**src/rtl/tts_pkg.sv**
```systemverilog
// ----------------------------------------------------------------------------
// tts_pkg: tick task scheduler shared types
// Item formats, command and status codes, slot entry layout and the
// command/status bundles between controller and datapath.
// ----------------------------------------------------------------------------
`default_nettype none

package tts_pkg;

  localparam int MAX_SLOTS_DEF = 16;
  localparam int TICK_MS_DEF   = 10;
  localparam int MAX_RESULTS   = 16;
  localparam int DATA_W        = 24;
  localparam int HANDLE_W      = 8;
  localparam int SLOT_W        = 4;
  localparam int PEND_W        = 8;
  localparam logic [PEND_W-1:0] PEND_MAX = '1;

  typedef enum logic [1:0] {
    CMD_TICK = 2'd0,
    CMD_ADD  = 2'd1,
    CMD_DEL  = 2'd2,
    CMD_DISP = 2'd3
  } cmd_e;

  typedef enum logic [2:0] {
    ST_TICK     = 3'd0,
    ST_ADDED    = 3'd1,
    ST_FULL     = 3'd2,
    ST_DELETED  = 3'd3,
    ST_BAD_SLOT = 3'd4,
    ST_RUN      = 3'd5,
    ST_NONE     = 3'd6
  } status_e;

  typedef enum logic {
    RD_IDX   = 1'b0,
    RD_JNEXT = 1'b1
  } rd_sel_e;

  typedef enum logic [1:0] {
    WR_TICK  = 2'd0,
    WR_DEC   = 2'd1,
    WR_SHIFT = 2'd2,
    WR_NEW   = 2'd3
  } wr_sel_e;

  typedef enum logic [1:0] {
    SLOT_ZERO  = 2'd0,
    SLOT_INDEX = 2'd1,
    SLOT_COUNT = 2'd2
  } slot_sel_e;

  typedef struct packed {
    logic [1:0]          cmd;
    logic [HANDLE_W-1:0] task_handle;
    logic [DATA_W-1:0]   delay_ms;
    logic [DATA_W-1:0]   period_ms;
    logic [SLOT_W-1:0]   slot_index;
  } in_t;

  typedef struct packed {
    logic [2:0]          status;
    logic [SLOT_W-1:0]   slot;
    logic [HANDLE_W-1:0] run_handle;
    logic                last;
  } out_t;

  typedef struct packed {
    logic [HANDLE_W-1:0] handle;
    logic [DATA_W-1:0]   countdown;
    logic [DATA_W-1:0]   period;
    logic [PEND_W-1:0]   pending;
  } entry_t;

  typedef struct packed {
    logic      cap_in;
    logic      idx_clr;
    logic      idx_inc;
    logic      j_load_index;
    logic      j_load_idx;
    logic      j_inc;
    logic      cnt_inc;
    logic      cnt_dec;
    logic      rd_en;
    rd_sel_e   rd_sel;
    logic      wr_en;
    wr_sel_e   wr_sel;
    logic      div_start;
    logic      nres_clr;
    logic      hold_clr;
    logic      hold_load;
    logic      push;
    logic      push_hold;
    status_e   push_status;
    slot_sel_e push_slot;
    logic      push_last;
  } ctrl_t;

  typedef struct packed {
    logic [1:0] cmd;
    logic       idx_end;
    logic       nres_full;
    logic       hold_v;
    logic       add_ok;
    logic       del_ok;
    logic       j_more;
    logic       div_done;
    logic       out_free;
    logic       pending_nz;
    logic       period_z;
  } stat_t;

endpackage

`default_nettype wire

```
**src/rtl/tts_dp.sv**
```systemverilog
// ----------------------------------------------------------------------------
// tts_dp: scheduler datapath
// Slot table memory with fill count, walk pointers, reciprocal multiply
// for millisecond to tick conversion, held dispatch beat, output register.
// ----------------------------------------------------------------------------
`default_nettype none

module tts_dp #(
  parameter int MAX_SLOTS = tts_pkg::MAX_SLOTS_DEF,
  parameter int TICK_MS   = tts_pkg::TICK_MS_DEF
) (
  input  wire logic           clk_i,
  input  wire logic           rst_ni,
  input  wire tts_pkg::in_t   in_i,
  input  wire tts_pkg::ctrl_t ctrl_i,
  output tts_pkg::stat_t      st_o,
  output tts_pkg::out_t       out_o,
  output logic                out_valid_o,
  input  wire logic           out_ready_i
);

  localparam int IW   = (MAX_SLOTS > 1) ? $clog2(MAX_SLOTS) : 1;
  localparam int CW   = $clog2(MAX_SLOTS + 1);
  localparam int CMPW = (CW > tts_pkg::SLOT_W) ? CW : tts_pkg::SLOT_W;
  localparam int NRW  = $clog2(tts_pkg::MAX_RESULTS + 1);
  localparam int DW   = tts_pkg::DATA_W;
  localparam int PW   = 2 * DW + 1;
  localparam int DIV_L = $clog2(TICK_MS);
  localparam int DIV_S = DW + DIV_L;
  localparam longint unsigned DIV_M =
    ((64'd1 << DIV_S) + 64'(TICK_MS) - 64'd1) / 64'(TICK_MS);

  tts_pkg::entry_t mem [MAX_SLOTS];
  tts_pkg::entry_t rd_q, wr_data;
  tts_pkg::in_t    item_q;
  tts_pkg::out_t   out_q, push_item;

  logic [CW-1:0]  count_q, idx_q, j_next;
  logic [IW-1:0]  j_q, rd_addr, wr_addr;
  logic [NRW-1:0] nres_q;
  logic           hold_v_q, out_valid_q;
  logic [tts_pkg::SLOT_W-1:0]   hold_slot_q;
  logic [tts_pkg::HANDLE_W-1:0] hold_handle_q;

  logic [DW-1:0]  qd_q, qp_q;
  logic [PW-1:0]  prod_d, prod_p;

  logic out_free;

  assign j_next   = CW'(j_q) + CW'(1);
  assign out_free = !out_valid_q || out_ready_i;

  // status toward the sequencer
  always_comb begin
    st_o.cmd        = item_q.cmd;
    st_o.idx_end    = idx_q >= count_q;
    st_o.nres_full  = nres_q == NRW'(tts_pkg::MAX_RESULTS);
    st_o.hold_v     = hold_v_q;
    st_o.add_ok     = (item_q.task_handle != '0) && (count_q != CW'(MAX_SLOTS));
    st_o.del_ok     = CMPW'(item_q.slot_index) < CMPW'(count_q);
    st_o.j_more     = j_next < count_q;
    st_o.div_done   = 1'b1;
    st_o.out_free   = out_free;
    st_o.pending_nz = rd_q.pending != '0;
    st_o.period_z   = rd_q.period == '0;
  end

  // slot table
  always_comb begin
    unique case (ctrl_i.rd_sel)
      tts_pkg::RD_IDX:   rd_addr = idx_q[IW-1:0];
      tts_pkg::RD_JNEXT: rd_addr = j_next[IW-1:0];
      default:           rd_addr = idx_q[IW-1:0];
    endcase
  end

  always_comb begin
    wr_data = rd_q;
    wr_addr = idx_q[IW-1:0];
    unique case (ctrl_i.wr_sel)
      tts_pkg::WR_TICK: begin
        if (rd_q.countdown != '0) begin
          wr_data.countdown = rd_q.countdown - DW'(1);
        end else begin
          wr_data.countdown = rd_q.period;
          if (rd_q.pending != tts_pkg::PEND_MAX) begin
            wr_data.pending = rd_q.pending + tts_pkg::PEND_W'(1);
          end
        end
      end
      tts_pkg::WR_DEC: begin
        wr_data.pending = rd_q.pending - tts_pkg::PEND_W'(1);
      end
      tts_pkg::WR_SHIFT: begin
        wr_addr = j_q;
      end
      tts_pkg::WR_NEW: begin
        wr_addr           = count_q[IW-1:0];
        wr_data.handle    = item_q.task_handle;
        wr_data.countdown = qd_q;
        wr_data.period    = qp_q;
        wr_data.pending   = '0;
      end
      default: wr_data = rd_q;
    endcase
  end

  always_ff @(posedge clk_i) begin
    if (ctrl_i.wr_en) begin
      mem[wr_addr] <= wr_data;
    end
    if (ctrl_i.rd_en) begin
      rd_q <= mem[rd_addr];
    end
  end

  // divide by the tick length: multiply by the rounded-up reciprocal, exact for DW-bit input
  assign prod_d = PW'(item_q.delay_ms) * PW'(DIV_M);
  assign prod_p = PW'(item_q.period_ms) * PW'(DIV_M);

  always_ff @(posedge clk_i) begin
    if (ctrl_i.cap_in) begin
      item_q <= in_i;
    end
    if (ctrl_i.div_start) begin
      qd_q <= DW'(prod_d >> DIV_S);
      qp_q <= DW'(prod_p >> DIV_S);
    end
    if (ctrl_i.hold_load) begin
      hold_slot_q   <= tts_pkg::SLOT_W'(idx_q);
      hold_handle_q <= rd_q.handle;
    end
    if (ctrl_i.push) begin
      out_q <= push_item;
    end
  end

  always_ff @(posedge clk_i or negedge rst_ni) begin
    if (!rst_ni) begin
      count_q     <= '0;
      idx_q       <= '0;
      j_q         <= '0;
      nres_q      <= '0;
      hold_v_q    <= 1'b0;
      out_valid_q <= 1'b0;
    end else begin
      if (ctrl_i.cnt_inc) begin
        count_q <= count_q + CW'(1);
      end else if (ctrl_i.cnt_dec) begin
        count_q <= count_q - CW'(1);
      end
      if (ctrl_i.idx_clr) begin
        idx_q <= '0;
      end else if (ctrl_i.idx_inc) begin
        idx_q <= idx_q + CW'(1);
      end
      if (ctrl_i.j_load_index) begin
        j_q <= IW'(item_q.slot_index);
      end else if (ctrl_i.j_load_idx) begin
        j_q <= idx_q[IW-1:0];
      end else if (ctrl_i.j_inc) begin
        j_q <= j_q + IW'(1);
      end
      if (ctrl_i.nres_clr) begin
        nres_q <= '0;
      end else if (ctrl_i.hold_load) begin
        nres_q <= nres_q + NRW'(1);
      end
      if (ctrl_i.hold_clr) begin
        hold_v_q <= 1'b0;
      end else if (ctrl_i.hold_load) begin
        hold_v_q <= 1'b1;
      end
      if (ctrl_i.push) begin
        out_valid_q <= 1'b1;
      end else if (out_ready_i) begin
        out_valid_q <= 1'b0;
      end
    end
  end

  // result beat
  always_comb begin
    push_item.last = ctrl_i.push_last;
    if (ctrl_i.push_hold) begin
      push_item.status     = tts_pkg::ST_RUN;
      push_item.slot       = hold_slot_q;
      push_item.run_handle = hold_handle_q;
    end else begin
      push_item.status     = ctrl_i.push_status;
      push_item.run_handle = '0;
      unique case (ctrl_i.push_slot)
        tts_pkg::SLOT_ZERO:  push_item.slot = '0;
        tts_pkg::SLOT_INDEX: push_item.slot = item_q.slot_index;
        tts_pkg::SLOT_COUNT: push_item.slot = tts_pkg::SLOT_W'(count_q);
        default:             push_item.slot = '0;
      endcase
    end
  end

  assign out_o       = out_q;
  assign out_valid_o = out_valid_q;

endmodule

`default_nettype wire

```
**config.mk**
```make
export PLATFORM = sky130hd
export DESIGN_NAME = tts_dp
export DESIGN_NICKNAME = d
export VERILOG_FILES = /design/src/rtl/tts_pkg.sv /design/src/rtl/tts_dp.sv
export SDC_FILE = /design/constraint.sdc
export NUM_CORES = 2
export LEC_CHECK = 0
export ABC_AREA = 1
export BUFFER_PORTS_ARGS = -buffer_cell sky130_fd_sc_hd__buf_4
export CAP_MARGIN = 20
export CORE_MARGIN = 8
export CORE_UTILIZATION = 35
export CTS_BUF_LIST = sky130_fd_sc_hd__clkbuf_2 sky130_fd_sc_hd__clkbuf_4 sky130_fd_sc_hd__clkbuf_8
export DETAILED_ROUTE_END_ITERATION = 7
export GPL_ROUTABILITY_DRIVEN = 0
export SKIP_CTS_REPAIR_TIMING = 1
export SKIP_LAST_GASP = 1
export SYNTH_ARGS = -nofsm -noshare
export SYNTH_HDL_FRONTEND = slang
export SYNTH_SLANG_ARGS = --single-unit
```
**constraint.sdc**
```tcl
create_clock -name clk_i -period 7.5 [get_ports clk_i]
set_clock_uncertainty 0.2 [all_clocks]
set_input_delay 0.375 -clock clk_i [delete_from_list [all_inputs] [get_ports clk_i]]
set_output_delay 0.375 -clock clk_i [all_outputs]
set_load 0.05 [all_outputs]
```
======== After elaboration in Yosys (flattened, before gate mapping) ========
Memory sizes are Yosys's and may differ from the RTL's. A register that Yosys moved wholly into a read port is not among the register bits.
Cells that the tools add are included.
storage, ports and cells
  memories ................................ 1
  logic and storage cells ................. 83
  output and inout bits ................... 29
  bits in writable memories ............... 1024
  register bits ........................... 153
operators by class
  muxes and demuxes ....................... 26
  magnitude comparators ................... 3
  eq/ne operators ......................... 8
  reduce and logical (&&, ||, !) cells .... 14
  $mul .................................... 2
  bitwise logic cells ..................... 1
  add/subtract/negate cells ............... 9
memory list
  name  words  width  read ports  clocked after memory_dff  wr ports  line          source
  mem   16     64     1           1                         1         tts_dp.sv:33  tts_pkg::entry_t mem [MAX_SLOTS];
operators with widths
  operator                                             count
  multiplier 24 x 24 -> 48 bit, second input constant  2
  2-to-1 mux 24 bit                                    2
  one-hot mux 24 bit (2 select lines)                  1
  2-to-1 mux 5 bit                                     6
  logical NOT 24 bit                                   1
  2-to-1 mux 8 bit                                     3
  one-hot mux 4 bit (2 select lines)                   3
  one-hot mux 8 bit (3 select lines)                   1
  nonzero test 24 bit                                  1
  subtractor 24 x 1 -> 24 bit, second input constant   1
  nonzero test 8 bit                                   2
  adder 5 x 1 -> 5 bit, second input constant          3
  2-to-1 mux 12 bit                                    1
  2-to-1 mux 4 bit                                     3
  nonzero test 2 bit                                   5
  adder 8 x 1 -> 8 bit, second input constant          1
  != test 8 bit, second input constant                 1
  subtractor 8 x 1 -> 8 bit, second input constant     1
  equality test 2 bit, second input constant           3
  2-to-1 mux 1 bit                                     6
  adder 4 x 1 -> 5 bit, second input constant          1
  equality test 5 bit, second input constant           1
  >= comparator 5 bit                                  1
  < comparator 4 x 5 -> 1 bit                          1
  other kinds (11)                                     12

======== Longest topological paths before layout ========
  depth after elaboration ................. 4
  gate-level depth with buffers ........... 26
  mapped depth without buffers ............ 26

======== Worst setup path after synthesis ========
Ideal clock, no wire load.
  path kind ............................... register to register
  from .................................... register item_q[5] (netlist name)
  to ...................................... register qp_q[17], data pin
  setup time .............................. 252 ps
  period minus slack after synthesis ...... 5677 ps
  stages on the path, launching flop included .. 22
  setup slack ............................. 1823 ps
  arrival time ............................ 5224 ps
  cells stage by stage .................... edfxtp_1 -> ha_1 -> xor2_1 -> ha_1 -> or2_2 -> fa_1 -> fa_1 -> fa_1 -> fa_1 -> inv_1 -> fa_1 -> inv_1 -> ha_1 -> nand2_1 -> nor2_1 -> inv_1 -> nor2_1 -> nand3_1 -> o21ai_0 -> nand2_1 -> nand3_1 -> nand2_1
between the ends
  longest elaborated chain between the ends .. 1
RTL lines
  item                          line           source
  from (decl)                   tts_dp.sv:35   tts_pkg::in_t item_q;
  from (signal assigned)        tts_dp.sv:123  item_q <= in_i;
  multiplier 24 x 24 -> 48 bit  tts_dp.sv:119  assign prod_p = PW'(item_q.period_ms) * PW'(DIV_M);
  net prod_p[45]                tts_dp.sv:46   logic [PW-1:0] prod_d, prod_p;
  to (signal assigned)          tts_dp.sv:127  qp_q <= DW'(prod_p >> DIV_S);
  to (decl)                     tts_dp.sv:45   logic [DW-1:0] qd_q, qp_q;
The timed path passes the listed nets, and every way through them passes these cells.
A chain may end at the register's enable or synchronous reset.

======== Worst setup path after layout ========
  from .................................... register item_q[7] (netlist name)
  to ...................................... register qp_q[9], data pin
Same word-level chain as after synthesis.

==> results.yml <==
yosys:
  synth_ff_type: "edfxtp_1"
  synthAdderAreaFrac: 0.214
  synth.area.top_cells: "edfxtp_1, fa_1, ha_1"
  synth_compound_area_frac: 0.104
  ys_warn_count: 0
  synthArstFlopShare: 0.0169
  synth-xor-area-share: 0.00988
  postSynthCellCount: 6364
  yosysUniqueCellTypes: 40
  syn_area_mm2: 0.0717
  synth_top_area_cell: "edfxtp_1"
  ys_ff_latch: 1241
  synth_fp_nets: 7428
  yosysSeqAreaShare: 0.518
  synth_top_cell_area_share: 0.511
  synth_area_per_cell_um2: 11.3
  synthMuxAreaShare: 0
  synth_top_family_by_area: "adder cells"
  synth_edf_count: 1220
  yosys.area_share.simple: 0.0942
floorplanning:
  coreArea_mm2: 0.204
  die_h_um: 469
  fp.dieW_um: 469
  rows: 166
  num_io_pins: 119
  start_util: 0.351
  dieArea_mm2: 0.220
sta:
  tightest_slew_ps: 1100
  tns_ps: 0
  final.period_utilization: 0.870
  rsz0062_at_grt: "false"
  relSlewSlack: 0.264
  fmax_ghz: 0.153
  slew_viol_final: 0
  whs_ps: 93.0
  hold_viol: 0
  min_period_ps: 6530
  setup_viol: 0
clocking:
  htreeDepth: 4
  cts_buffers: 195
  cts_root_buf: "clkbuf_8"
  numClockSinks: 1241
  clk_path_buf_depth: 3
  clk_pin_slew_ps: 60
  cts_tree: "yes"
  worst_skew_pair.late_latency_ps: 930
place:
  place.port_buffers: 117
  place_hpwl_um: 126000
global_routing:
  grt_max_degree: 166
  grt_pass1_vias: 49200
  grt_overflow_total: 0
  antenna_found_initial: 2
  grt_pass1_wl_um: 299000
  grt_usage: 0.175
setup_path:
  worstSetupPathType: "reg -> reg"
  path_max_fanout: 13
  worstPathArrival_ps: 6970
  crit_path_frequent_cell: "fa_1"
  startpoint: "item_q[7]$_DFFE_PP_"
  crit_buf_inv: 3
  path_cells: "ha_1, xor2_1, xor2_1, fa_1, fa_1, fa_1, fa_1, inv_1, fa_1, inv_1, ha_1, nand2_1, nor2_1, inv_1, nor2_1, nand3_1, o21ai_0, nand2_1, nand3_1, nand2_1"
  cp_slowest_stage_delay_ps: 660
  crit_path_end_kind: "flip-flop"
  slowest_stage: "edfxtp_1"
  cp_top_family: "adder cells"
  critPathRequiredTime_ps: 7940
  critPathLaunchType: "flip-flop"
  r2r_start: "item_q[7]$_DFFE_PP_"
drt:
  ant_nets: 0
  vias_per_cell: 5.21
  drt_wl_total_um: 199000
  post_drt_wl_per_cell_um: 20.9
  vias: 49700
  drtPass1Iterations: 6
  drc: 0
  drt-initial-drc-count: 4364
layout:
  mostFrequentLayoutCell: "edfxtp_1"
  finalNetCount: 7749
  layout_common_cells: "edfxtp_1, inv_1, nor2_1"
  syn_to_final_growth_pct: 13.6
  finish.utilization: 0.399
  layout-drive-gt1-share: 0.0809
status:
  status: "completed"
worst_hold_path:
  hold_path_class: "in -> reg"
  min-delay-start: "ctrl_i[15]"
flow_run:
  drv_cap: 0
metrics by stage:
step,area (um2),setup slack [ps],cells
global placement,75800,1120,8990
finish,81500,973,9537
CTS,79700,1050,9351
floorplan,71700,1820,6364
global route,81500,654,9537
detailed placement,75800,1120,8993
tightest hold or removal path, delay by kind of cell:
family | cells | cell delay [ps]
AOI/OAI and AO/OA | 1 | 280
buffers and inverters | 1 | 150
and+or+nand+nor | 2 | 240
synth_stat cells, types with 86 or more instances:
cell,instances
o211ai_1,100
ha_1,557
nand3_1,178
o22ai_1,86
o21ai_0,618
a21oi_1,198
nand2_1,625
inv_1,877
clkbuf_1,182
edfxtp_1,1220
nor2_1,794
o221ai_1,176
fa_1,417
area by class of cell:
class	count	area (um2)
clock inverters	102	767
fillers	19300	123000
clock buffers	256	3140
diodes	3	7.51
flip-flops and latches	1241	37200
well taps	2688	3360
multi-input cells	3997	30400
repair buffers	368	3330
inverters	882	3330
state kept, by name (all words and copies together) (netlist names):
register / cells
count_q: 5
hold_handle_q: 8
hold_slot_q: 4
hold_v_q: 1
idx_q: 5
item_q: 60
j_q: 4
mem: 1024
nres_q: 5
out_o: 16
out_valid_o: 1
qd_q: 21
qp_q: 21
rd_q: 64
st_o: 2
cell families (layout without fill, tap and decap cells):
group / Yosys count / count (layout)
AOI/OAI and AO/OA: 1254 / 1254
buffers and inverters: 1126 / 1608
adders and majority gates: 974 / 974
xor gates and xnor gates: 80 / 80
and+or+nand+nor: 1688 / 1688
other: 1 / 4
DFF: 1241 / 1241
path summary, 6_finish.rpt:
check / end / slack, ps / cells after the start
min in group asynchronous: nres_q[0]$_DFFE_PN0P_ / 270 / 4
hold reg to reg: hold_handle_q[7]$_DFFE_PP_ / 250 / 0
max in group asynchronous: idx_q[1]$_DFFE_PN0P_ / 6670 / 4
hold / removal: rd_q[7]$_DFFE_PP_ / 90 / 4
setup / recovery: qp_q[9]$_DFFE_PP_ / 970 / 20
setup reg to reg: qp_q[9]$_DFFE_PP_ / 970 / 20
routing by layer:
metal,track usage,routed length [um]
met3,0.0289,14500
met1,0.237,85400
met5,0,0
met2,0.290,93500
met4,0.0555,6010
Power is left out: the tool's default activity adds up to more than one toggle a clock period on the data nets, which glitch-free logic cannot reach.
