[config.mk]
export PLATFORM = sky130hd
export DESIGN_NAME = tts_ctrl
export DESIGN_NICKNAME = d
export VERILOG_FILES = /design/src/rtl/tts_pkg.sv /design/src/rtl/tts_ctrl.sv
export SDC_FILE = /design/constraint.sdc
export NUM_CORES = 1
export LEC_CHECK = 0
export ABC_AREA = 0
export BUFFER_PORTS_ARGS = -buffer_cell sky130_fd_sc_hd__buf_4
export CAP_MARGIN = 10
export CORE_ASPECT_RATIO = 1.1
export CORE_MARGIN = 2
export CORE_UTILIZATION = 41
export DETAILED_ROUTE_END_ITERATION = 16
export PLACE_DENSITY_LB_ADDON = 0.12
export SYNTH_ARGS = -nofsm -noshare
export SYNTH_HDL_FRONTEND = slang
export SYNTH_SLANG_ARGS = --single-unit
[constraint.sdc]
create_clock -name clk_i -period 2.95 [get_ports clk_i]
set_input_delay 0.4425 -clock clk_i [delete_from_list [all_inputs] [get_ports clk_i]]
set_output_delay 0.4425 -clock clk_i [all_outputs]
set_load 0.01 [all_outputs]
[src/rtl/tts_pkg.sv]
// ----------------------------------------------------------------------------
// tts_pkg: tick task scheduler shared types
// Item formats, command and status codes, slot entry layout and the
// command/status bundles between controller and datapath.
// ----------------------------------------------------------------------------
`default_nettype none

package tts_pkg;

  localparam int MAX_SLOTS_DEF = 16;
  localparam int TICK_MS_DEF   = 10;
  localparam int MAX_RESULTS   = 16;
  localparam int DATA_W        = 24;
  localparam int HANDLE_W      = 8;
  localparam int SLOT_W        = 4;
  localparam int PEND_W        = 8;
  localparam logic [PEND_W-1:0] PEND_MAX = '1;

  typedef enum logic [1:0] {
    CMD_TICK = 2'd0,
    CMD_ADD  = 2'd1,
    CMD_DEL  = 2'd2,
    CMD_DISP = 2'd3
  } cmd_e;

  typedef enum logic [2:0] {
    ST_TICK     = 3'd0,
    ST_ADDED    = 3'd1,
    ST_FULL     = 3'd2,
    ST_DELETED  = 3'd3,
    ST_BAD_SLOT = 3'd4,
    ST_RUN      = 3'd5,
    ST_NONE     = 3'd6
  } status_e;

  typedef enum logic {
    RD_IDX   = 1'b0,
    RD_JNEXT = 1'b1
  } rd_sel_e;

  typedef enum logic [1:0] {
    WR_TICK  = 2'd0,
    WR_DEC   = 2'd1,
    WR_SHIFT = 2'd2,
    WR_NEW   = 2'd3
  } wr_sel_e;

  typedef enum logic [1:0] {
    SLOT_ZERO  = 2'd0,
    SLOT_INDEX = 2'd1,
    SLOT_COUNT = 2'd2
  } slot_sel_e;

  typedef struct packed {
    logic [1:0]          cmd;
    logic [HANDLE_W-1:0] task_handle;
    logic [DATA_W-1:0]   delay_ms;
    logic [DATA_W-1:0]   period_ms;
    logic [SLOT_W-1:0]   slot_index;
  } in_t;

  typedef struct packed {
    logic [2:0]          status;
    logic [SLOT_W-1:0]   slot;
    logic [HANDLE_W-1:0] run_handle;
    logic                last;
  } out_t;

  typedef struct packed {
    logic [HANDLE_W-1:0] handle;
    logic [DATA_W-1:0]   countdown;
    logic [DATA_W-1:0]   period;
    logic [PEND_W-1:0]   pending;
  } entry_t;

  typedef struct packed {
    logic      cap_in;
    logic      idx_clr;
    logic      idx_inc;
    logic      j_load_index;
    logic      j_load_idx;
    logic      j_inc;
    logic      cnt_inc;
    logic      cnt_dec;
    logic      rd_en;
    rd_sel_e   rd_sel;
    logic      wr_en;
    wr_sel_e   wr_sel;
    logic      div_start;
    logic      nres_clr;
    logic      hold_clr;
    logic      hold_load;
    logic      push;
    logic      push_hold;
    status_e   push_status;
    slot_sel_e push_slot;
    logic      push_last;
  } ctrl_t;

  typedef struct packed {
    logic [1:0] cmd;
    logic       idx_end;
    logic       nres_full;
    logic       hold_v;
    logic       add_ok;
    logic       del_ok;
    logic       j_more;
    logic       div_done;
    logic       out_free;
    logic       pending_nz;
    logic       period_z;
  } stat_t;

endpackage

`default_nettype wire

[src/rtl/tts_ctrl.sv]
// ----------------------------------------------------------------------------
// tts_ctrl: scheduler sequencer
// Walks the slot table one entry at a time for tick, delete and dispatch,
// appends the new entry for add, and decides when each result beat is pushed.
// ----------------------------------------------------------------------------
`default_nettype none

module tts_ctrl (
  input  wire logic           clk_i,
  input  wire logic           rst_ni,
  input  wire logic           in_valid_i,
  output logic                in_ready_o,
  input  wire tts_pkg::stat_t st_i,
  output tts_pkg::ctrl_t      ctrl_o
);

  localparam logic [3:0] S_IDLE   = 4'd0;
  localparam logic [3:0] S_DECODE = 4'd1;
  localparam logic [3:0] S_TK_RD  = 4'd2;
  localparam logic [3:0] S_TK_WR  = 4'd3;
  localparam logic [3:0] S_DIV    = 4'd4;
  localparam logic [3:0] S_ADD_WR = 4'd5;
  localparam logic [3:0] S_SH_RD  = 4'd6;
  localparam logic [3:0] S_SH_WR  = 4'd7;
  localparam logic [3:0] S_DS_RD  = 4'd8;
  localparam logic [3:0] S_DS_EX  = 4'd9;
  localparam logic [3:0] S_DS_END = 4'd10;

  logic [3:0] state_q, state_d;

  always_ff @(posedge clk_i or negedge rst_ni) begin
    if (!rst_ni) begin
      state_q <= S_IDLE;
    end else begin
      state_q <= state_d;
    end
  end

  always_comb begin
    state_d    = state_q;
    ctrl_o     = '0;
    in_ready_o = 1'b0;
    unique case (state_q)
      S_IDLE: begin
        in_ready_o = 1'b1;
        if (in_valid_i) begin
          ctrl_o.cap_in = 1'b1;
          state_d = S_DECODE;
        end
      end
      S_DECODE: begin
        unique case (st_i.cmd)
          tts_pkg::CMD_TICK: begin
            ctrl_o.idx_clr = 1'b1;
            state_d = S_TK_RD;
          end
          tts_pkg::CMD_ADD: begin
            if (st_i.add_ok) begin
              ctrl_o.div_start = 1'b1;
              state_d = S_DIV;
            end else if (st_i.out_free) begin
              ctrl_o.push        = 1'b1;
              ctrl_o.push_status = tts_pkg::ST_FULL;
              ctrl_o.push_slot   = tts_pkg::SLOT_ZERO;
              ctrl_o.push_last   = 1'b1;
              state_d = S_IDLE;
            end
          end
          tts_pkg::CMD_DEL: begin
            if (st_i.del_ok) begin
              ctrl_o.j_load_index = 1'b1;
              state_d = S_SH_RD;
            end else if (st_i.out_free) begin
              ctrl_o.push        = 1'b1;
              ctrl_o.push_status = tts_pkg::ST_BAD_SLOT;
              ctrl_o.push_slot   = tts_pkg::SLOT_INDEX;
              ctrl_o.push_last   = 1'b1;
              state_d = S_IDLE;
            end
          end
          tts_pkg::CMD_DISP: begin
            ctrl_o.idx_clr  = 1'b1;
            ctrl_o.nres_clr = 1'b1;
            ctrl_o.hold_clr = 1'b1;
            state_d = S_DS_RD;
          end
          default: state_d = S_IDLE;
        endcase
      end
      S_TK_RD: begin
        if (st_i.idx_end) begin
          if (st_i.out_free) begin
            ctrl_o.push        = 1'b1;
            ctrl_o.push_status = tts_pkg::ST_TICK;
            ctrl_o.push_slot   = tts_pkg::SLOT_ZERO;
            ctrl_o.push_last   = 1'b1;
            state_d = S_IDLE;
          end
        end else begin
          ctrl_o.rd_en  = 1'b1;
          ctrl_o.rd_sel = tts_pkg::RD_IDX;
          state_d = S_TK_WR;
        end
      end
      S_TK_WR: begin
        ctrl_o.wr_en   = 1'b1;
        ctrl_o.wr_sel  = tts_pkg::WR_TICK;
        ctrl_o.idx_inc = 1'b1;
        state_d = S_TK_RD;
      end
      S_DIV: begin
        if (st_i.div_done) begin
          state_d = S_ADD_WR;
        end
      end
      S_ADD_WR: begin
        if (st_i.out_free) begin
          ctrl_o.wr_en       = 1'b1;
          ctrl_o.wr_sel      = tts_pkg::WR_NEW;
          ctrl_o.cnt_inc     = 1'b1;
          ctrl_o.push        = 1'b1;
          ctrl_o.push_status = tts_pkg::ST_ADDED;
          ctrl_o.push_slot   = tts_pkg::SLOT_COUNT;
          ctrl_o.push_last   = 1'b1;
          state_d = S_IDLE;
        end
      end
      S_SH_RD: begin
        if (st_i.j_more) begin
          ctrl_o.rd_en  = 1'b1;
          ctrl_o.rd_sel = tts_pkg::RD_JNEXT;
          state_d = S_SH_WR;
        end else if (st_i.cmd == tts_pkg::CMD_DEL) begin
          if (st_i.out_free) begin
            ctrl_o.cnt_dec     = 1'b1;
            ctrl_o.push        = 1'b1;
            ctrl_o.push_status = tts_pkg::ST_DELETED;
            ctrl_o.push_slot   = tts_pkg::SLOT_INDEX;
            ctrl_o.push_last   = 1'b1;
            state_d = S_IDLE;
          end
        end else begin
          ctrl_o.cnt_dec = 1'b1;
          state_d = S_DS_RD;
        end
      end
      S_SH_WR: begin
        ctrl_o.wr_en  = 1'b1;
        ctrl_o.wr_sel = tts_pkg::WR_SHIFT;
        ctrl_o.j_inc  = 1'b1;
        state_d = S_SH_RD;
      end
      S_DS_RD: begin
        if (st_i.idx_end || st_i.nres_full) begin
          state_d = S_DS_END;
        end else begin
          ctrl_o.rd_en  = 1'b1;
          ctrl_o.rd_sel = tts_pkg::RD_IDX;
          state_d = S_DS_EX;
        end
      end
      S_DS_EX: begin
        if (!st_i.pending_nz) begin
          ctrl_o.idx_inc = 1'b1;
          state_d = S_DS_RD;
        end else if (!st_i.hold_v || st_i.out_free) begin
          // release the previous due task, hold this one
          ctrl_o.push      = st_i.hold_v;
          ctrl_o.push_hold = 1'b1;
          ctrl_o.hold_load = 1'b1;
          if (st_i.period_z) begin
            ctrl_o.j_load_idx = 1'b1;
            state_d = S_SH_RD;
          end else begin
            ctrl_o.wr_en   = 1'b1;
            ctrl_o.wr_sel  = tts_pkg::WR_DEC;
            ctrl_o.idx_inc = 1'b1;
            state_d = S_DS_RD;
          end
        end
      end
      S_DS_END: begin
        if (st_i.out_free) begin
          ctrl_o.push        = 1'b1;
          ctrl_o.push_hold   = st_i.hold_v;
          ctrl_o.push_status = tts_pkg::ST_NONE;
          ctrl_o.push_slot   = tts_pkg::SLOT_ZERO;
          ctrl_o.push_last   = 1'b1;
          state_d = S_IDLE;
        end
      end
      default: state_d = S_IDLE;
    endcase
  end

endmodule

`default_nettype wire

# --- After elaboration in Yosys (flattened, before gate mapping) ---
# Index checks and enable logic that the tools add are counted.
totals:
  reg_bits: 4
  in_bits: 15
  out_inout_bits: 26
  wordCells: 98
classes:
  n_eq_ne: 16
  n_mux: 73
  n_reduce_logical: 8
op_table:
  columns: ["op", "count"]
  rows:
  - ["4-bit 2-to-1 mux", 12]
  - ["4-bit one-hot mux with 10 select lines", 1]
  - ["1-bit 2-to-1 mux", 31]
  - ["6-bit one-hot mux with 5 select lines", 1]
  - ["5-bit 2-to-1 mux", 5]
  - ["3-bit 2-to-1 mux", 7]
  - ["4-bit by 3-bit equality test with 1-bit output, second input constant", 4]
  - ["4-bit one-hot mux with 4 select lines", 1]
  - ["4-bit equality test, second input constant", 3]
  - ["6-bit 2-to-1 mux", 2]
  - ["3-bit one-hot mux with 4 select lines", 1]
  - ["6-bit one-hot mux with 2 select lines", 1]
  - ["2-bit 2-to-1 mux", 5]
  - ["4-bit by 2-bit equality test with 1-bit output, second input constant", 2]
  - ["8-bit 2-to-1 mux", 1]
  - ["1-bit one-hot mux with 2 select lines", 3]
  - ["1-bit one-hot mux with 6 select lines", 1]
  - ["2-bit one-hot mux with 3 select lines", 1]
  - ["2-bit equality test, second input constant", 2]
  - ["4-bit by 1-bit equality test with 1-bit output, second input constant", 1]
  - ["4-bit logical NOT", 1]
  - ["2-bit != test, second input constant", 2]
  - ["2-bit OR reduction", 2]
  - ["3-bit != test, second input constant", 1]
  - ["other kinds (5)", 6]

# --- Longest topological paths before layout ---
# Gate-level depths: netlist of the first run.
depth:
  word_depth: 5
  ltp_mapped: 7
  ltp_nobuf: 7

# --- Worst setup path before layout of the first run ---
# Ideal clock, no wire load.
synth_timing:
  path_kind: "input port to output port"
  from: "input st_i[10] (netlist bit)"
  to: "output ctrl_o[7] (netlist bit)"
  arrival_ns: 1.517
  required_ns: 2.508
  path_slack_ns: 0.990
  cell_stages: 7
  n_path_buf: 0
  path_cell_list: "inv_1 > ha_1 > nand2b_1 > and2_1 > or2_0 > o311ai_1 > a31o_1"
synth_lines:
  columns: ["element", "line", "text"]
  rows:
  - ["start, declared", "tts_ctrl.sv:13", "input wire tts_pkg::stat_t st_i,"]
  - ["end, declared", "tts_ctrl.sv:14", "output tts_pkg::ctrl_t ctrl_o"]

==> impl_metrics.py, run 1 <==
metrics = {
    "global_routing": {
        "grt-ovfl-total": 0,
        "grt_use_total_pct": 22.1,
        "antenna_found_initial": 0,
        "grt_pass1_vias": 939,
        "grt_max_degree": 19,
        "grt_first_pass_wirelength_mm": 3.97,
    },
    "synthesis": {
        "synthAdderAreaFrac_pct": 7.51,
        "yosys.area_share.simple_pct": 40.7,
        "ys_ff_latch": 4,
        "muxShareOfSynthArea_pct": 0,
        "synth_nets": 143,
        "synth-main-ff-cell": "dfrtp_1",
        "synthTopCellsByCount": "o21ai_0 (11), nor2_1 (10), inv_1 (9), nand2_1 (9)",
        "synth_edf_count": 0,
        "synthTopCellsByArea": "dfrtp_1 (12%), ha_1 (7.5%), o21ai_0 (6.6%)",
        "async_reset_ff_share_pct": 100,
        "seq_area_frac_synth_pct": 12.0,
        "netlist_area_um2": 833,
        "syn_avg_cell_area_um2": 6.77,
        "synth_cells": 123,
        "synth_top_family_by_area": "simple AND/OR/NAND/NOR gates",
        "synth.distinct_cells": 40,
        "synth_largest_area_cell": "dfrtp_1",
        "yosysTopAreaCellShare_pct": 12.0,
        "synth_compound_area_share_pct": 30.2,
        "yosysWarnings": 0,
        "synth-xor-area-share_pct": 0,
        "synth.most_common_cell": "o21ai_0",
    },
    "clocking": {
        "clock_path_buffers": 2,
        "clock-sinks": 4,
        "cts_max_level": 1,
        "path_clk_slew_ps": 40,
        "cts_tree": "built",
        "insertion_delay_ps": 240,
        "cts_buffers": 3,
        "root_buffer": "clkbuf_4",
    },
    "critical_path": {
        "critPathKind": "reg2out",
        "reg2reg_depth": 5,
        "r2r_setup_slack_ps": 1020,
        "crit_buf_inv": 1,
        "cp-startpoint": "state_q[0]",
        "cp.required_ps": 2510,
        "endpoint_kind": "primary output",
        "crit_slowest_cell": "nor2b_1",
        "critPathLaunchType": "register",
        "cp-endpoint": "ctrl_o[7]",
        "cp_top_family": "simple AND/OR/NAND/NOR gates",
        "worstPathMaxFanout": 14,
        "cp_num_cells": 6,
        "critPathMaxStageDelay_ps": 560,
        "r2r_end": "state_q[2]",
        "reg2reg_from": "state_q[0]",
        "crit_path_cell_trace": "nor2b_1 > nand4_2 > or2_0 > o311ai_1 > a31o_1 > buf_4",
        "arrival_ps": 2210,
    },
    "route": {
        "drc_errors": 0,
        "vias_per_cell": 5.55,
        "firstDrtPassIters": 4,
        "drt_iter0_drc": 32,
        "ant_nets": 0,
        "routedWlPerCell_um": 13.2,
        "vias": 1037,
        "totalWireLength_mm": 2.48,
    },
    "finish": {
        "area_delta_synth_final_pct": 38.6,
        "stdcell_area_um2": 1150,
        "nets": 181,
        "regMostFlops": "state_q",
        "largestRegisters": "state_q x4",
        "fin_util_pct": 59.0,
        "fillers": 211,
        "largest_reg_flops": 4,
        "diodes": 0,
        "drive_gt1_share_pct": 30.8,
    },
    "sta": {
        "finalSetupViolCount": 0,
        "rsz0062_at_grt": "no",
        "post-route-period-util_pct": 90.1,
        "worstMarginPinSlew_ps": 605,
        "setup-tns-final_ps": 0,
        "maxSlewViolCount": 0,
        "max_slew_margin_pct": 59.6,
        "period_needed_ps": 2660,
        "skew_ps": 2.32,
        "hold_viol_final": 0,
        "fmax_mhz": 376,
    },
    "pwr": {
        "p_total_mw": 0.728,
        "power_switching_share_pct": 50.2,
        "power_density_nw_per_um2": 630,
        "p_switching_mw": 0.365,
        "ir_drop_v": 0.000416,
        "power_frac_clock_pct": 9.5,
        "leakage_nw": 0.573,
        "p_int_mw": 0.363,
        "sequentialPowerShare_pct": 23.0,
        "combPwrFrac_pct": 67.5,
    },
    "die": {
        "ios": 41,
        "core_region_area_um2": 1960,
        "chipWidth_um": 47.0,
        "floorplan.initialDensity_pct": 42.6,
        "die_y_um": 51.3,
        "rows": 17,
        "dieArea_um2": 2410,
    },
    "min_path": {
        "hp-class": "in2reg",
    },
    "place": {
        "place_hpwl_mm": 1.91,
        "place_congestion": 0.878,
        "placed_area_um2": 1120,
        "io_buffers": 40,
    },
    "job": {
        "drv_cap": 0,
    },
    "status": {
        "status": "complete, no violations",
    },
}
worst register-to-register path: stages, from the launching register on:
cell and delay (ps):
dfrtp_1 550, nor2b_1 560, and3_1 320, nand2_1 130, o211ai_1 130, o32ai_1 110
power groups by stage:
stage               Sequential [mW]  Clock, mW  Combinational [mW]
floorplan                    0.0974          0               0.401
global placement              0.163          0               0.487
detailed placement            0.166          0               0.487
global route                  0.177     0.0784               0.547
CTS                           0.165     0.0710               0.492
finish                        0.168     0.0689               0.491
logic make-up (layout without fill, tap and decap cells):
kind of cell / after synthesis / in the layout
simple gates: 58 / 58
compound gates: 39 / 39
buf+inv: 17 / 53
fa+ha+maj: 5 / 5
flops: 4 / 4
repair_timing:
item	in CTS	in global routing
hold buffers	1	0
endpoints found under the hold margin	4	0
gates resized for setup	0	0
buffers inserted	0	0
worst min path at each step:
stage,to,cells after the start,from,slack [ps]
3_3_place_gp,state_q[3],1,rst_ni,240
5_1_grt,state_q[2],2,st_i[3],420
4_1_cts,state_q[2],2,st_i[3],410
6_report,state_q[2],2,st_i[3],420
3_5_place_dp,state_q[0],1,rst_ni,240
2_1_floorplan,state_q[0],0,rst_ni,150
cell usage in the layout (no fill, tap or decap):
cell type,instances
a211oi_1,4
a21boi_0,1
a21oi_1,7
a22oi_1,1
a311oi_1,1
a31o_1,1
a31oi_1,2
and2_1,2
and2b_1,1
and3_1,4
and3_4,1
buf_4,40
clkbuf_4,3
dfrtp_1,4
dlygate4sd3_1,1
ha_1,5
inv_1,9
nand2_1,9
nand2b_1,4
nand2b_4,1
nand3_1,3
nand4_2,1
nor2_1,10
nor2b_1,7
nor3_1,6
nor3b_1,3
o2111ai_1,1
o211ai_1,2
o21ai_0,11
o21ai_1,2
o21ai_2,1
o21bai_1,1
o311a_1,1
o311ai_1,1
o32ai_1,2
or2_0,1
or2_1,1
or2b_1,1
or3_1,1
or3_4,2
area by class of cell:
cell class                      count  area [µm²]  share of cell area [%]
Clock buffer                        3        22.5                    1.95
Sequential cell                     4         100                    8.67
Tap cell                           28        35.0                    3.03
Inverter                            9        33.8                    2.93
Timing Repair Buffer               41         310                    26.9
Multi-Input combinational cell    102         653                    56.6
metrics by stage:
step                setup WS [ps]  std cells  hold WS, ps
finish                        293        187          418
global route                 35.7        187          418
CTS                           292        187          412
detailed placement            569        183          239
global placement              658        183          238
floorplan                     990        123          147
layer usage:
metal | part of all wire [%] | up-vias | global-route usage [%] | wire (µm)
li1 | - | 514 | - | -
met1 | 42 | 481 | 27.3 | 1030
met2 | 52 | 40 | 37.4 | 1290
met3 | 5.7 | 2 | 4.95 | 142
met4 | 0.57 | 0 | 5.56 | 14
met5 | 0 | - | 0 | 0
(Power assumes the default switching activity.)
==> run 2: changes to the inputs <==
--- a/config.mk
+++ b/config.mk
@@ -7,12 +7,12 @@
 export LEC_CHECK = 0
 export ABC_AREA = 0
 export BUFFER_PORTS_ARGS = -buffer_cell sky130_fd_sc_hd__buf_4
-export CAP_MARGIN = 10
+export CAP_MARGIN = 20
 export CORE_ASPECT_RATIO = 1.1
 export CORE_MARGIN = 2
 export CORE_UTILIZATION = 41
 export DETAILED_ROUTE_END_ITERATION = 16
-export PLACE_DENSITY_LB_ADDON = 0.12
+export PLACE_DENSITY = 0.73
 export SYNTH_ARGS = -nofsm -noshare
 export SYNTH_HDL_FRONTEND = slang
 export SYNTH_SLANG_ARGS = --single-unit
==> impl_metrics.py, run 2 (same netlist as run 1, synthesis figures left out) <==
metrics = {
    "place": {
        "place_hpwl_mm": 1.99,
        "place_congestion": 0.844,
        "io_buffers": 40,
        "placed_area_um2": 1130,
    },
    "sta": {
        "finalSetupViolCount": 0,
        "fmax_mhz": 378,
        "rsz0062_at_grt": "no",
        "max_slew_margin_pct": 59.5,
        "skew_ps": 3.98,
        "worstMarginPinSlew_ps": 606,
        "setup-tns-final_ps": 0,
        "hold_viol_final": 0,
        "post-route-period-util_pct": 89.8,
        "period_needed_ps": 2650,
        "maxSlewViolCount": 0,
    },
    "clocking": {
        "root_buffer": "clkbuf_4",
        "insertion_delay_ps": 240,
        "cts_tree": "built",
        "cts_max_level": 1,
        "post_cts_buffers": 0,
        "cts_resized": 0,
        "cts_buffers": 3,
        "path_clk_slew_ps": 40,
        "clock-sinks": 4,
        "clock_path_buffers": 2,
    },
    "global_routing": {
        "grt_max_degree": 19,
        "grt_first_pass_wirelength_mm": 3.93,
        "antenna_found_initial": 0,
        "grt_use_total_pct": 22.3,
        "grt_pass1_vias": 928,
        "grt-ovfl-total": 0,
    },
    "min_path": {
        "holdPathEnd": "state_q[2]",
        "min_from": "st_i[3]",
        "holdPathStages": 2,
        "hp-class": "in2reg",
    },
    "finish": {
        "area_delta_synth_final_pct": 39.5,
        "regMostFlops": "state_q",
        "final_cell_mix": "buf_4 (41), o21ai_0 (11), nor2_1 (10), inv_1 (9), nand2_1 (9)",
        "diodes": 0,
        "largest_reg_flops": 4,
        "multi_input_area_um2": 653,
        "drive_gt1_share_pct": 31.3,
        "largestRegisters": "state_q x4",
        "stdcell_area_um2": 1160,
        "fillers": 201,
        "nets": 182,
        "final-seq-area_um2": 100,
        "final_common_cell": "buf_4",
    },
    "die": {
        "rows": 17,
        "chipWidth_um": 47.0,
        "floorplan.initialDensity_pct": 42.6,
        "die_y_um": 51.3,
        "dieArea_um2": 2410,
        "ios": 41,
        "core_region_area_um2": 1960,
    },
    "critical_path": {
        "critPathKind": "reg2out",
        "crit_slowest_cell": "nor2b_1",
        "r2r_end": "state_q[2]",
        "cp.required_ps": 2510,
        "reg2reg_from": "state_q[0]",
        "arrival_ps": 2210,
        "crit_path_cell_trace": "nor2b_1 > nand4_2 > or2_0 > o311ai_1 > a31o_1 > buf_4",
        "critPathMaxStageDelay_ps": 560,
        "critPathLaunchType": "register",
        "reg2reg_depth": 5,
        "r2r_setup_slack_ps": 970,
        "endpoint_kind": "primary output",
        "worstPathMaxFanout": 14,
    },
    "route": {
        "vias_per_cell": 5.52,
        "totalWireLength_mm": 2.53,
        "vias": 1038,
        "ant_nets": 0,
        "drt_iter0_drc": 26,
        "firstDrtPassIters": 5,
        "routedWlPerCell_um": 13.4,
        "drc_errors": 0,
    },
    "job": {
        "drv_cap": 0,
    },
    "pwr": {
        "power_density_nw_per_um2": 638,
        "ir_drop_v": 0.000561,
        "leakage_nw": 0.578,
    },
    "status": {
        "status": "complete, no violations",
    },
}
[run 2: cell types whose count changed in the layout (fill, tap and decap cells not counted), sizes merged]
cell,previous run,this run
buf,40,41
[run 2: where the power goes]
| part | switching [mW] | internal, mW | leakage [nW] |
|---|---|---|---|
| logic | 0.280 | 0.246 | 0.513 |
| clock network | 0.0244 | 0.0456 | 0.0138 |
| registers | 0.0669 | 0.0788 | 0.0517 |
| total | 0.371 | 0.370 | 0.578 |
[run 2: critical path: cells and delay by family, from the launching register on]
family,cells,cell delay [ps]
buf+inv,1,110
flops,1,540
compound gates,2,280
simple gates,3,1040
[run 2: cell type report]
cell class	count	share of cell area [%]
multi-input cells	102	56.2
repair buffers	42	27.3
flip-flops and latches	4	8.61
well taps	28	3.01
inverters	9	2.91
clock buffers	3	1.94
[run 2: how the worst max path moves through the flow]
stage               startpoint        end  slack, ps
floorplan             st_i[10]  ctrl_o[7]        990
global placement    state_q[0]  ctrl_o[7]        660
detailed placement  state_q[0]  ctrl_o[7]        600
CTS                 state_q[0]  ctrl_o[7]        340
global route        state_q[0]  ctrl_o[7]        110
finish              state_q[0]  ctrl_o[7]        300
[run 2: layer usage]
layer | GRT usage [%] | vias to the layer above | share of wire, %
li1 | - | 517 | -
met3 | 2.12 | 2 | 5.9
met5 | 0 | - | 0
met4 | 7.41 | 0 | 0.51
met2 | 38.6 | 47 | 50
met1 | 27.8 | 472 | 44
[run 2: repair_timing]
item / CTS / global route
hold buffers: 1 / 0
setup endpoints to repair: 0 / 0
hold endpoints to repair: 4 / 0
[run 2: per-stage QoR]
stage	util [%]	hold WS (ps)	worst slack [ps]	std cells	power, mW
detailed placement	57.7	240	598	184	0.665
floorplan	-	147	990	123	0.498
global placement	57.7	237	661	184	0.655
CTS	59.4	420	336	188	0.737
global route	59.4	433	114	188	0.804
finish	59.4	424	302	188	0.741
